**config.mk**
```make
export PLATFORM = sky130hd
export DESIGN_NAME = incremental_pid_with_deadband_unit
export DESIGN_NICKNAME = d
export VERILOG_FILES = /design/src/sv/ipidd_pkg.sv /design/src/sv/ipidd_cfg.sv /design/src/sv/ipidd_core.sv /design/src/sv/incremental_pid_with_deadband_unit.sv
export SDC_FILE = /design/constraint.sdc
export NUM_CORES = 2
export LEC_CHECK = 0
export BUFFER_PORTS_ARGS = -buffer_cell sky130_fd_sc_hd__buf_2
export CORE_ASPECT_RATIO = 1.2
export CORE_UTILIZATION = 60
export DETAILED_ROUTE_END_ITERATION = 10
export PLACE_DENSITY_LB_ADDON = 0.1
export SKIP_CTS_REPAIR_TIMING = 1
export SYNTH_ARGS = -nofsm -noshare
export SYNTH_HDL_FRONTEND = slang
export SYNTH_SLANG_ARGS = --single-unit
```
**constraint.sdc**
```tcl
create_clock -name clk -period 15.2 [get_ports clk]
set_input_delay 0.76 -clock clk [delete_from_list [all_inputs] [get_ports clk]]
set_output_delay 0.76 -clock clk [all_outputs]
set_load 0.01 [all_outputs]
```
**src/sv/ipidd_pkg.sv**
```systemverilog
package ipidd_pkg;

  // Field widths
  localparam int SAMPLE_W   = 16;
  localparam int ERR_W      = SAMPLE_W + 1;
  localparam int COEF_W     = 24;
  localparam int LIMIT_W    = 32;
  localparam int ACC_W      = 48;
  localparam int PROD_W     = COEF_W + ERR_W;
  // three products plus the accumulator need two guard bits
  localparam int SUM_W      = ACC_W + 2;

  // Configuration bus
  localparam int CFG_ADDR_W = 5;
  localparam int CFG_DATA_W = 32;
  localparam int REG_IDX_W  = CFG_ADDR_W - 2;

  // Accumulator saturation bounds
  localparam logic signed [ACC_W-1:0] ACC_MAX = {1'b0, {(ACC_W-1){1'b1}}};
  localparam logic signed [ACC_W-1:0] ACC_MIN = {1'b1, {(ACC_W-1){1'b0}}};

  // Register map, word index
  typedef enum logic [REG_IDX_W-1:0] {
    REG_COEF_NOW   = 3'd0,
    REG_COEF_PREV  = 3'd1,
    REG_COEF_PREV2 = 3'd2,
    REG_DEADBAND   = 3'd3,
    REG_UPPER      = 3'd4,
    REG_LOWER      = 3'd5,
    REG_REVERSE    = 3'd6
  } reg_idx_t;

  // Item commands
  typedef enum logic {
    CMD_SAMPLE = 1'b0,
    CMD_CLEAR  = 1'b1
  } cmd_t;

  typedef struct packed {
    logic signed [COEF_W-1:0]  coef_now;
    logic signed [COEF_W-1:0]  coef_prev;
    logic signed [COEF_W-1:0]  coef_prev2;
    logic        [SAMPLE_W-1:0] deadband;
    logic signed [LIMIT_W-1:0] upper_limit;
    logic signed [LIMIT_W-1:0] lower_limit;
    logic                      reverse_action;
  } cfg_t;

  typedef struct packed {
    cmd_t                       command;
    logic signed [SAMPLE_W-1:0] process_value;
    logic signed [SAMPLE_W-1:0] setpoint;
  } in_item_t;

  typedef struct packed {
    logic signed [LIMIT_W-1:0] drive;
    logic                      in_deadband;
  } result_t;

endpackage

```
**src/sv/ipidd_cfg.sv**
```systemverilog
module ipidd_cfg (
  input  logic                                clk,
  input  logic                                rst,
  input  logic                                psel,
  input  logic                                penable,
  input  logic                                pwrite,
  input  logic [ipidd_pkg::CFG_ADDR_W-1:0]    paddr,
  input  logic [ipidd_pkg::CFG_DATA_W-1:0]    pwdata,
  output logic [ipidd_pkg::CFG_DATA_W-1:0]    prdata,
  output logic                                pready,
  output ipidd_pkg::cfg_t                     cfg
);
  import ipidd_pkg::*;

  logic     wr_en;
  reg_idx_t idx;

  assign pready = 1'b1;
  assign wr_en  = psel && penable && pwrite;
  assign idx    = reg_idx_t'(paddr[CFG_ADDR_W-1:2]);

  // Register writes
  always_ff @(posedge clk) begin
    if (rst) begin
      cfg <= '0;
    end else if (wr_en) begin
      unique case (idx)
        REG_COEF_NOW:   cfg.coef_now       <= pwdata[COEF_W-1:0];
        REG_COEF_PREV:  cfg.coef_prev      <= pwdata[COEF_W-1:0];
        REG_COEF_PREV2: cfg.coef_prev2     <= pwdata[COEF_W-1:0];
        REG_DEADBAND:   cfg.deadband       <= pwdata[SAMPLE_W-1:0];
        REG_UPPER:      cfg.upper_limit    <= pwdata[LIMIT_W-1:0];
        REG_LOWER:      cfg.lower_limit    <= pwdata[LIMIT_W-1:0];
        REG_REVERSE:    cfg.reverse_action <= pwdata[0];
        default: ;
      endcase
    end
  end

  // Readback, signed registers sign-extended
  always_comb begin
    unique case (idx)
      REG_COEF_NOW:   prdata = CFG_DATA_W'(cfg.coef_now);
      REG_COEF_PREV:  prdata = CFG_DATA_W'(cfg.coef_prev);
      REG_COEF_PREV2: prdata = CFG_DATA_W'(cfg.coef_prev2);
      REG_DEADBAND:   prdata = CFG_DATA_W'(cfg.deadband);
      REG_UPPER:      prdata = CFG_DATA_W'(cfg.upper_limit);
      REG_LOWER:      prdata = CFG_DATA_W'(cfg.lower_limit);
      REG_REVERSE:    prdata = CFG_DATA_W'(cfg.reverse_action);
      default:        prdata = '0;
    endcase
  end

endmodule

```
**src/sv/ipidd_core.sv**
```systemverilog
module ipidd_core (
  input  logic                 clk,
  input  logic                 rst,
  input  ipidd_pkg::cfg_t      cfg,
  input  logic                 step,
  input  ipidd_pkg::in_item_t  item,
  output ipidd_pkg::result_t   res
);
  import ipidd_pkg::*;

  // Controller state
  logic signed [ACC_W-1:0] accumulator, accumulator_next;
  logic signed [ERR_W-1:0] error_now, error_now_next;
  logic signed [ERR_W-1:0] error_prev, error_prev_next;
  logic signed [ERR_W-1:0] error_prev2, error_prev2_next;

  logic signed [ERR_W-1:0]   err_raw;
  logic signed [ERR_W-1:0]   err_dir;
  logic        [ERR_W-1:0]   err_mag;
  logic                      below_db;
  logic signed [PROD_W-1:0]  p0, p1, p2;
  logic signed [SUM_W-1:0]   sum;
  logic signed [ACC_W-1:0]   sum_sat;
  logic signed [ACC_W-1:0]   upper_ext, lower_ext;
  logic signed [ACC_W-1:0]   clamped;

  // Error, direction and deadband test
  assign err_raw  = ERR_W'(item.setpoint) - ERR_W'(item.process_value);
  assign err_mag  = err_raw[ERR_W-1] ? ERR_W'(-err_raw) : ERR_W'(err_raw);
  assign below_db = err_mag < ERR_W'(cfg.deadband);
  assign err_dir  = cfg.reverse_action ? ERR_W'(-err_raw) : err_raw;

  // Three parallel products on the shifted history
  assign p0 = PROD_W'(cfg.coef_now)   * PROD_W'(err_dir);
  assign p1 = PROD_W'(cfg.coef_prev)  * PROD_W'(error_now);
  assign p2 = PROD_W'(cfg.coef_prev2) * PROD_W'(error_prev);

  // Accumulate and saturate
  assign sum = SUM_W'(p0) + SUM_W'(p1) + SUM_W'(p2) + SUM_W'(accumulator);

  always_comb begin
    priority if (sum > SUM_W'(ACC_MAX)) begin
      sum_sat = ACC_MAX;
    end else if (sum < SUM_W'(ACC_MIN)) begin
      sum_sat = ACC_MIN;
    end else begin
      sum_sat = sum[ACC_W-1:0];
    end
  end

  // State update
  always_comb begin
    accumulator_next = accumulator;
    error_now_next   = error_now;
    error_prev_next  = error_prev;
    error_prev2_next = error_prev2;
    if (item.command == CMD_CLEAR) begin
      accumulator_next = '0;
      error_now_next   = '0;
      error_prev_next  = '0;
      error_prev2_next = '0;
    end else if (!below_db) begin
      accumulator_next = sum_sat;
      error_now_next   = err_dir;
      error_prev_next  = error_now;
      error_prev2_next = error_prev;
    end
  end

  always_ff @(posedge clk) begin
    if (rst) begin
      accumulator <= '0;
      error_now   <= '0;
      error_prev  <= '0;
      error_prev2 <= '0;
    end else if (step) begin
      accumulator <= accumulator_next;
      error_now   <= error_now_next;
      error_prev  <= error_prev_next;
      error_prev2 <= error_prev2_next;
    end
  end

  // Output clamp, upper test first
  assign upper_ext = ACC_W'(cfg.upper_limit);
  assign lower_ext = ACC_W'(cfg.lower_limit);

  always_comb begin
    priority if (accumulator_next > upper_ext) begin
      clamped = upper_ext;
    end else if (accumulator_next < lower_ext) begin
      clamped = lower_ext;
    end else begin
      clamped = accumulator_next;
    end
  end

  always_comb begin
    if (item.command == CMD_CLEAR) begin
      res.drive       = '0;
      res.in_deadband = 1'b0;
    end else begin
      res.drive       = clamped[LIMIT_W-1:0];
      res.in_deadband = below_db;
    end
  end

  // Checks
  a_clear_zeroes: assert property (@(posedge clk) disable iff (rst)
    step && item.command == CMD_CLEAR |=> accumulator == '0 && error_now == '0
      && error_prev == '0 && error_prev2 == '0)
    else $error("clear did not zero the controller state");

  a_deadband_holds: assert property (@(posedge clk) disable iff (rst)
    step && item.command == CMD_SAMPLE && below_db |=>
      $stable(accumulator) && $stable(error_now) && $stable(error_prev))
    else $error("state changed inside the deadband");

  a_idle_holds: assert property (@(posedge clk) disable iff (rst)
    !step |=> $stable(accumulator) && $stable(error_prev2))
    else $error("state changed without an item");

  a_history_shift: assert property (@(posedge clk) disable iff (rst)
    step && item.command == CMD_SAMPLE && !below_db |=>
      error_prev == $past(error_now) && error_prev2 == $past(error_prev))
    else $error("error history did not shift");

endmodule

```
**src/sv/incremental_pid_with_deadband_unit.sv**
```systemverilog
// Velocity-form PID controller with deadband. Each stream transaction carries a
// process value and a setpoint (tdata) and a command (tuser: 0 sample, 1 clear);
// each produces one result transaction with the Q16.16 drive clamped to the
// limit registers (tdata) and an in-deadband flag (tuser). The block takes one
// item per clock cycle while the result stream is not stalled; an accepted item
// waits in the input register, then passes the error/multiply/accumulate/clamp
// path into the output register. The accumulator loop - three 24x17 multiplies,
// a 50-bit sum and saturation - is combinational. Coefficients, deadband, limits
// and the action direction are written over the APB port; the user must do so
// only while the stream is idle, as the block itself does not enforce this.
module incremental_pid_with_deadband_unit (
  input  logic                              clk,
  input  logic                              rst,
  // configuration
  input  logic                              psel,
  input  logic                              penable,
  input  logic                              pwrite,
  input  logic [ipidd_pkg::CFG_ADDR_W-1:0]  paddr,
  input  logic [ipidd_pkg::CFG_DATA_W-1:0]  pwdata,
  output logic [ipidd_pkg::CFG_DATA_W-1:0]  prdata,
  output logic                              pready,
  // sample stream
  input  logic                              s_axis_tvalid,
  output logic                              s_axis_tready,
  input  logic [31:0]                       s_axis_tdata,  // [15:0] process_value, [31:16] setpoint
  input  logic [0:0]                        s_axis_tuser,  // [0] command
  // result stream
  output logic                              m_axis_tvalid,
  input  logic                              m_axis_tready,
  output logic [31:0]                       m_axis_tdata,  // [31:0] drive
  output logic [0:0]                        m_axis_tuser   // [0] in_deadband
);
  import ipidd_pkg::*;

  cfg_t     cfg;
  in_item_t in_item;
  logic     in_valid;
  result_t  core_res;
  result_t  out_item;
  logic     out_valid;
  logic     out_free;
  logic     advance;
  logic     s_accept;

  ipidd_cfg u_cfg (
    .clk     (clk),
    .rst     (rst),
    .psel    (psel),
    .penable (penable),
    .pwrite  (pwrite),
    .paddr   (paddr),
    .pwdata  (pwdata),
    .prdata  (prdata),
    .pready  (pready),
    .cfg     (cfg)
  );

  // Handshake: the output register frees when empty or drained this cycle
  assign out_free      = !out_valid || m_axis_tready;
  assign advance       = in_valid && out_free;
  assign s_axis_tready = !in_valid || advance;
  assign s_accept      = s_axis_tvalid && s_axis_tready;

  // Input register
  always_ff @(posedge clk) begin
    if (rst) begin
      in_valid <= 1'b0;
    end else if (s_accept) begin
      in_valid <= 1'b1;
    end else if (advance) begin
      in_valid <= 1'b0;
    end
  end

  always_ff @(posedge clk) begin
    if (s_accept) begin
      in_item.command       <= cmd_t'(s_axis_tuser[0]);
      in_item.process_value <= s_axis_tdata[SAMPLE_W-1:0];
      in_item.setpoint      <= s_axis_tdata[2*SAMPLE_W-1:SAMPLE_W];
    end
  end

  ipidd_core u_core (
    .clk  (clk),
    .rst  (rst),
    .cfg  (cfg),
    .step (advance),
    .item (in_item),
    .res  (core_res)
  );

  // Output register
  always_ff @(posedge clk) begin
    if (rst) begin
      out_valid <= 1'b0;
    end else if (advance) begin
      out_valid <= 1'b1;
    end else if (m_axis_tready) begin
      out_valid <= 1'b0;
    end
  end

  always_ff @(posedge clk) begin
    if (advance) begin
      out_item <= core_res;
    end
  end

  assign m_axis_tvalid   = out_valid;
  assign m_axis_tdata    = out_item.drive;
  assign m_axis_tuser[0] = out_item.in_deadband;

  // Checks
  a_no_overwrite: assert property (@(posedge clk) disable iff (rst)
    out_valid && !m_axis_tready |-> !advance)
    else $error("pending result overwritten");

  a_held_item: assert property (@(posedge clk) disable iff (rst)
    in_valid && !advance |=> in_valid && $stable(in_item))
    else $error("stalled input item lost");

  a_result_follows: assert property (@(posedge clk) disable iff (rst)
    advance |=> out_valid)
    else $error("processed item produced no result");

endmodule

```
==> metrics.md <==
| Metric | Value |
|---|---|
| WP data required | 15530 ps |
| Commonest non-fill, non-tap cells in the layout | inv_1 (1553), fa_1 (1393), nand2_1 (1265), buf_4 (685), ha_1 (385) |
| R2R Path Start | in_item[16] |
| Commonest non-fill, non-tap cell in the layout | inv_1 |
| Post-placement cell area | 0.0713 sq mm |
| Routed wire length | 203000 um |
| Yosys top cell area share | a little over two fifths |
| Final hold viol count | 0 |
| Antenna violations before repair | 6 |
| First-pass GRT wire length | about 310000 um |
| Top cell family by delay on the critical path | adder cells |
| Max frequency | 61.1 MHz |
| Clk_skew | 57.7 ps |
| Failing checks | setup timing |
| CTS clk-pin slew, worst paths | approximately 70 ps |
| Period utilization | 108% |
| Worst r2r dst | m_axis_tdata[22] |
| Status | finished, violations left |
| CP Capture Point | m_axis_tdata[22] |
| Max cap viols | 0 |
| Syn. warnings | 0 |
| Area of the multi-input gates | a little over 0.05 sq mm |
| Max Slew Vio Count | 0 |
| Syn Area/Cell | 8.77 sq um |
| Hold Crit Class | input port to flip-flop |
| DR DRC count | 0 |
| Port bufs | approximately 140 |
| Asr flop ratio synth | 0% |
| Most frequent CP cell | fa_1 |
| Final ANT Viol Nets | 0 |
| Share of post-route cells with drive strength above 1 | 15.1% |
| RSZ-0062 raised after global routing | true |
| Post-route cell area | 0.0742 sq mm |
| Post-synthesis sequential area ratio | 10.4% |
| Worst setup SP type | flip-flop |
| Crit-path max cell delay | around 600 ps |
| Pin count of the biggest net entering global routing | around 180 |
| Clock root cell | clkbuf_16 |
| Synth cell types | 82 |
| Ys flop type | dfxtp_1 |
| Crit. Startpoint | in_item[16] |
| PwrDens | 64.2 mW/mm^2 |
| Worst Path Buf+Inv | 17 |
| Post-DP HPWL | 169000 um |
| Placer congestion estimate | 0.986 |
| Gr usage total | 37.8% |
| Starting Density | between 60% and 70% |
| Global route overflow | 0 |
| R2R cell count | 69 |
| Net count, final | 9742 |
| Crit-path max FO | 11 |
| Maximum vdd drop | 159 uV |
| Area growth, synth to finish | 14.7% |
| Synth Net Count | 9248 |
| CTS Sinks | 303 |
| IO Count | 145 |
| FF+latch area | 0.00673 sq mm |
| Vias in the first global route | 56238 |
| FILL cells | ~8700 |
| Fin crit period | 16370 ps |
| Clk_lat worst skew | between 600 and 700 ps |
| Die height | 362 um |
| Pre-antenna DRT Iters | 6 |
| Flop2flop setup slack | -1170 ps |
| Via count | 52887 |
| Tot Pwr | ~4800 uW |
| Worst Tran Pin Value | 1370 ps |
| Routed WL per cell | 21.8 um |
| FF+latch count, synth | 303 |
| H-Tree Level Count | 2 |
| Final setup margin | -1170 ps |
| # rows | approximately 130 |
| EDFF count, synth | between 60 and 70 |
| Core Area | 0.107 sq mm |
| Area contributors post-synth | fa_1 (43%), inv_1 (9.1%), ha_1 (7.7%), nand2_1 (7.5%), dfxtp_1 (7.3%) |
| Final setup fails | 32 |
| Crit Path Category | flip-flop to flip-flop |
| Worst setup EP type | flip-flop |
| CTS tree | done |
| CTS max path bufs | 3 |
| Die X | 302 um |
| Hold_ws | 302 ps |
| Static Leak | 0.0343 uW |
| Area leader, netlist | fa_1 |
| CP Depth | 69 |
| Via-per-instance ratio | 5.69 |
| Post-Syn Area | approximately 0.065 sq mm |
| Die area | between 0.1 and 0.15 sq mm |
| Num CTS Buffers | 37 |
| Slowest CP cell | fa_1 |
| Syn Inst Count | 7372 |
| Max_slew headroom | 8.57% |
| Detailed Route Iter0 Violations | between 4000 and 5000 |
| CP arrival | 16700 ps |
[Yosys cell counts (11+ instances only)]
library cell	count
nor3_1	31
a21o_1	78
a21oi_1	312
clkbuf_1	372
ha_1	400
o211ai_1	39
buf_2	11
o31ai_1	26
nor2b_1	48
a211oi_1	27
xor2_1	26
and3_1	12
nand2_1	1293
a22oi_1	76
o22ai_1	19
nand3_1	36
or3_1	22
a31oi_1	21
inv_1	1567
o21bai_1	17
a221oi_1	12
o21a_1	26
edfxtp_1	66
a2bb2oi_1	20
fa_1	1399
mux2i_1	29
o21ai_0	157
nand4_1	47
nand2b_1	89
nor2_1	196
dfxtp_1	237
o2111ai_1	20
buf_1	37
and2_1	363
xnor2_1	106
[layer usage]
layer	GRT usage, %	vias to the layer above	share of wire [%]
met2	61.8	2263	47
li1	-	23347	-
met5	0	-	0
met3	7.89	545	9.4
met4	16.3	0	5.2
met1	48.7	26732	38
[logic make-up (layout without fill, tap and decap cells)]
kind of cell / Yosys count / after routing / share of synthesized area (%)
compound gates: 936 / 938 / 9.31
xor+xnor: 132 / 132 / 1.79
fa+ha+maj: 1799 / 1799 / 51.1
buf+inv: 1990 / 2511 / 11.6
flops: 303 / 303 / 10.4
mux: 39 / 39 / 0.658
other cells: 1 / 5 / 0.00580
simple gates: 2172 / 2172 / 15.2
[state kept, by name (all words and copies together) (netlist names)]
signal,cells
u_cfg.cfg,153
u_core.accumulator,48
in_item,33
m_axis_tdata,32
u_core.error_now,17
u_core.error_prev,17
in_valid,1
m_axis_tuser,1
m_axis_tvalid,1
[worst min-delay path by stage]
| stage | from | cells after the start | to |
|---|---|---|---|
| 2_1_floorplan | u_cfg.cfg[66] | 2 | u_cfg.cfg[66] |
| 3_3_place_gp | u_cfg.cfg[23] | 2 | u_cfg.cfg[23] |
| 3_5_place_dp | u_cfg.cfg[38] | 2 | u_cfg.cfg[38] |
| 4_1_cts | s_axis_tdata[18] | 1 | in_item[2] |
| 5_1_grt | s_axis_tdata[4] | 1 | in_item[20] |
| 6_report | s_axis_tdata[18] | 1 | in_item[2] |
[through the flow]
step	setup WS (ps)	utilization (%)	TNS, ps	std cells
after floorplan	2.80	-	0	7372
after global placement	-1250	66.9	-38730	9162
after detailed placement	-1490	66.9	-44420	9162
after CTS	-1610	68.1	-48300	9230
after global routing	-1690	69.6	-51390	9295
final	-1170	69.6	-32890	9295
[power by group]
group	internal [uW]	leakage (uW)	switching, uW
clock	512	0.000590	434
sequential	869	0.00253	45.8
combinational	1300	0.0311	1600
[cell type report]
cell class / instances / area share [%]
diodes: 4 / 0.0135
clock inverters: 25 / 0.391
clock buffers: 43 / 1.28
multi-input cells: 5081 / 69.9
well taps: 1396 / 2.36
inverters: 1568 / 7.94
repair buffers: 875 / 9.03
flip-flops and latches: 303 / 9.07
Power figures use the tool's default switching activity.
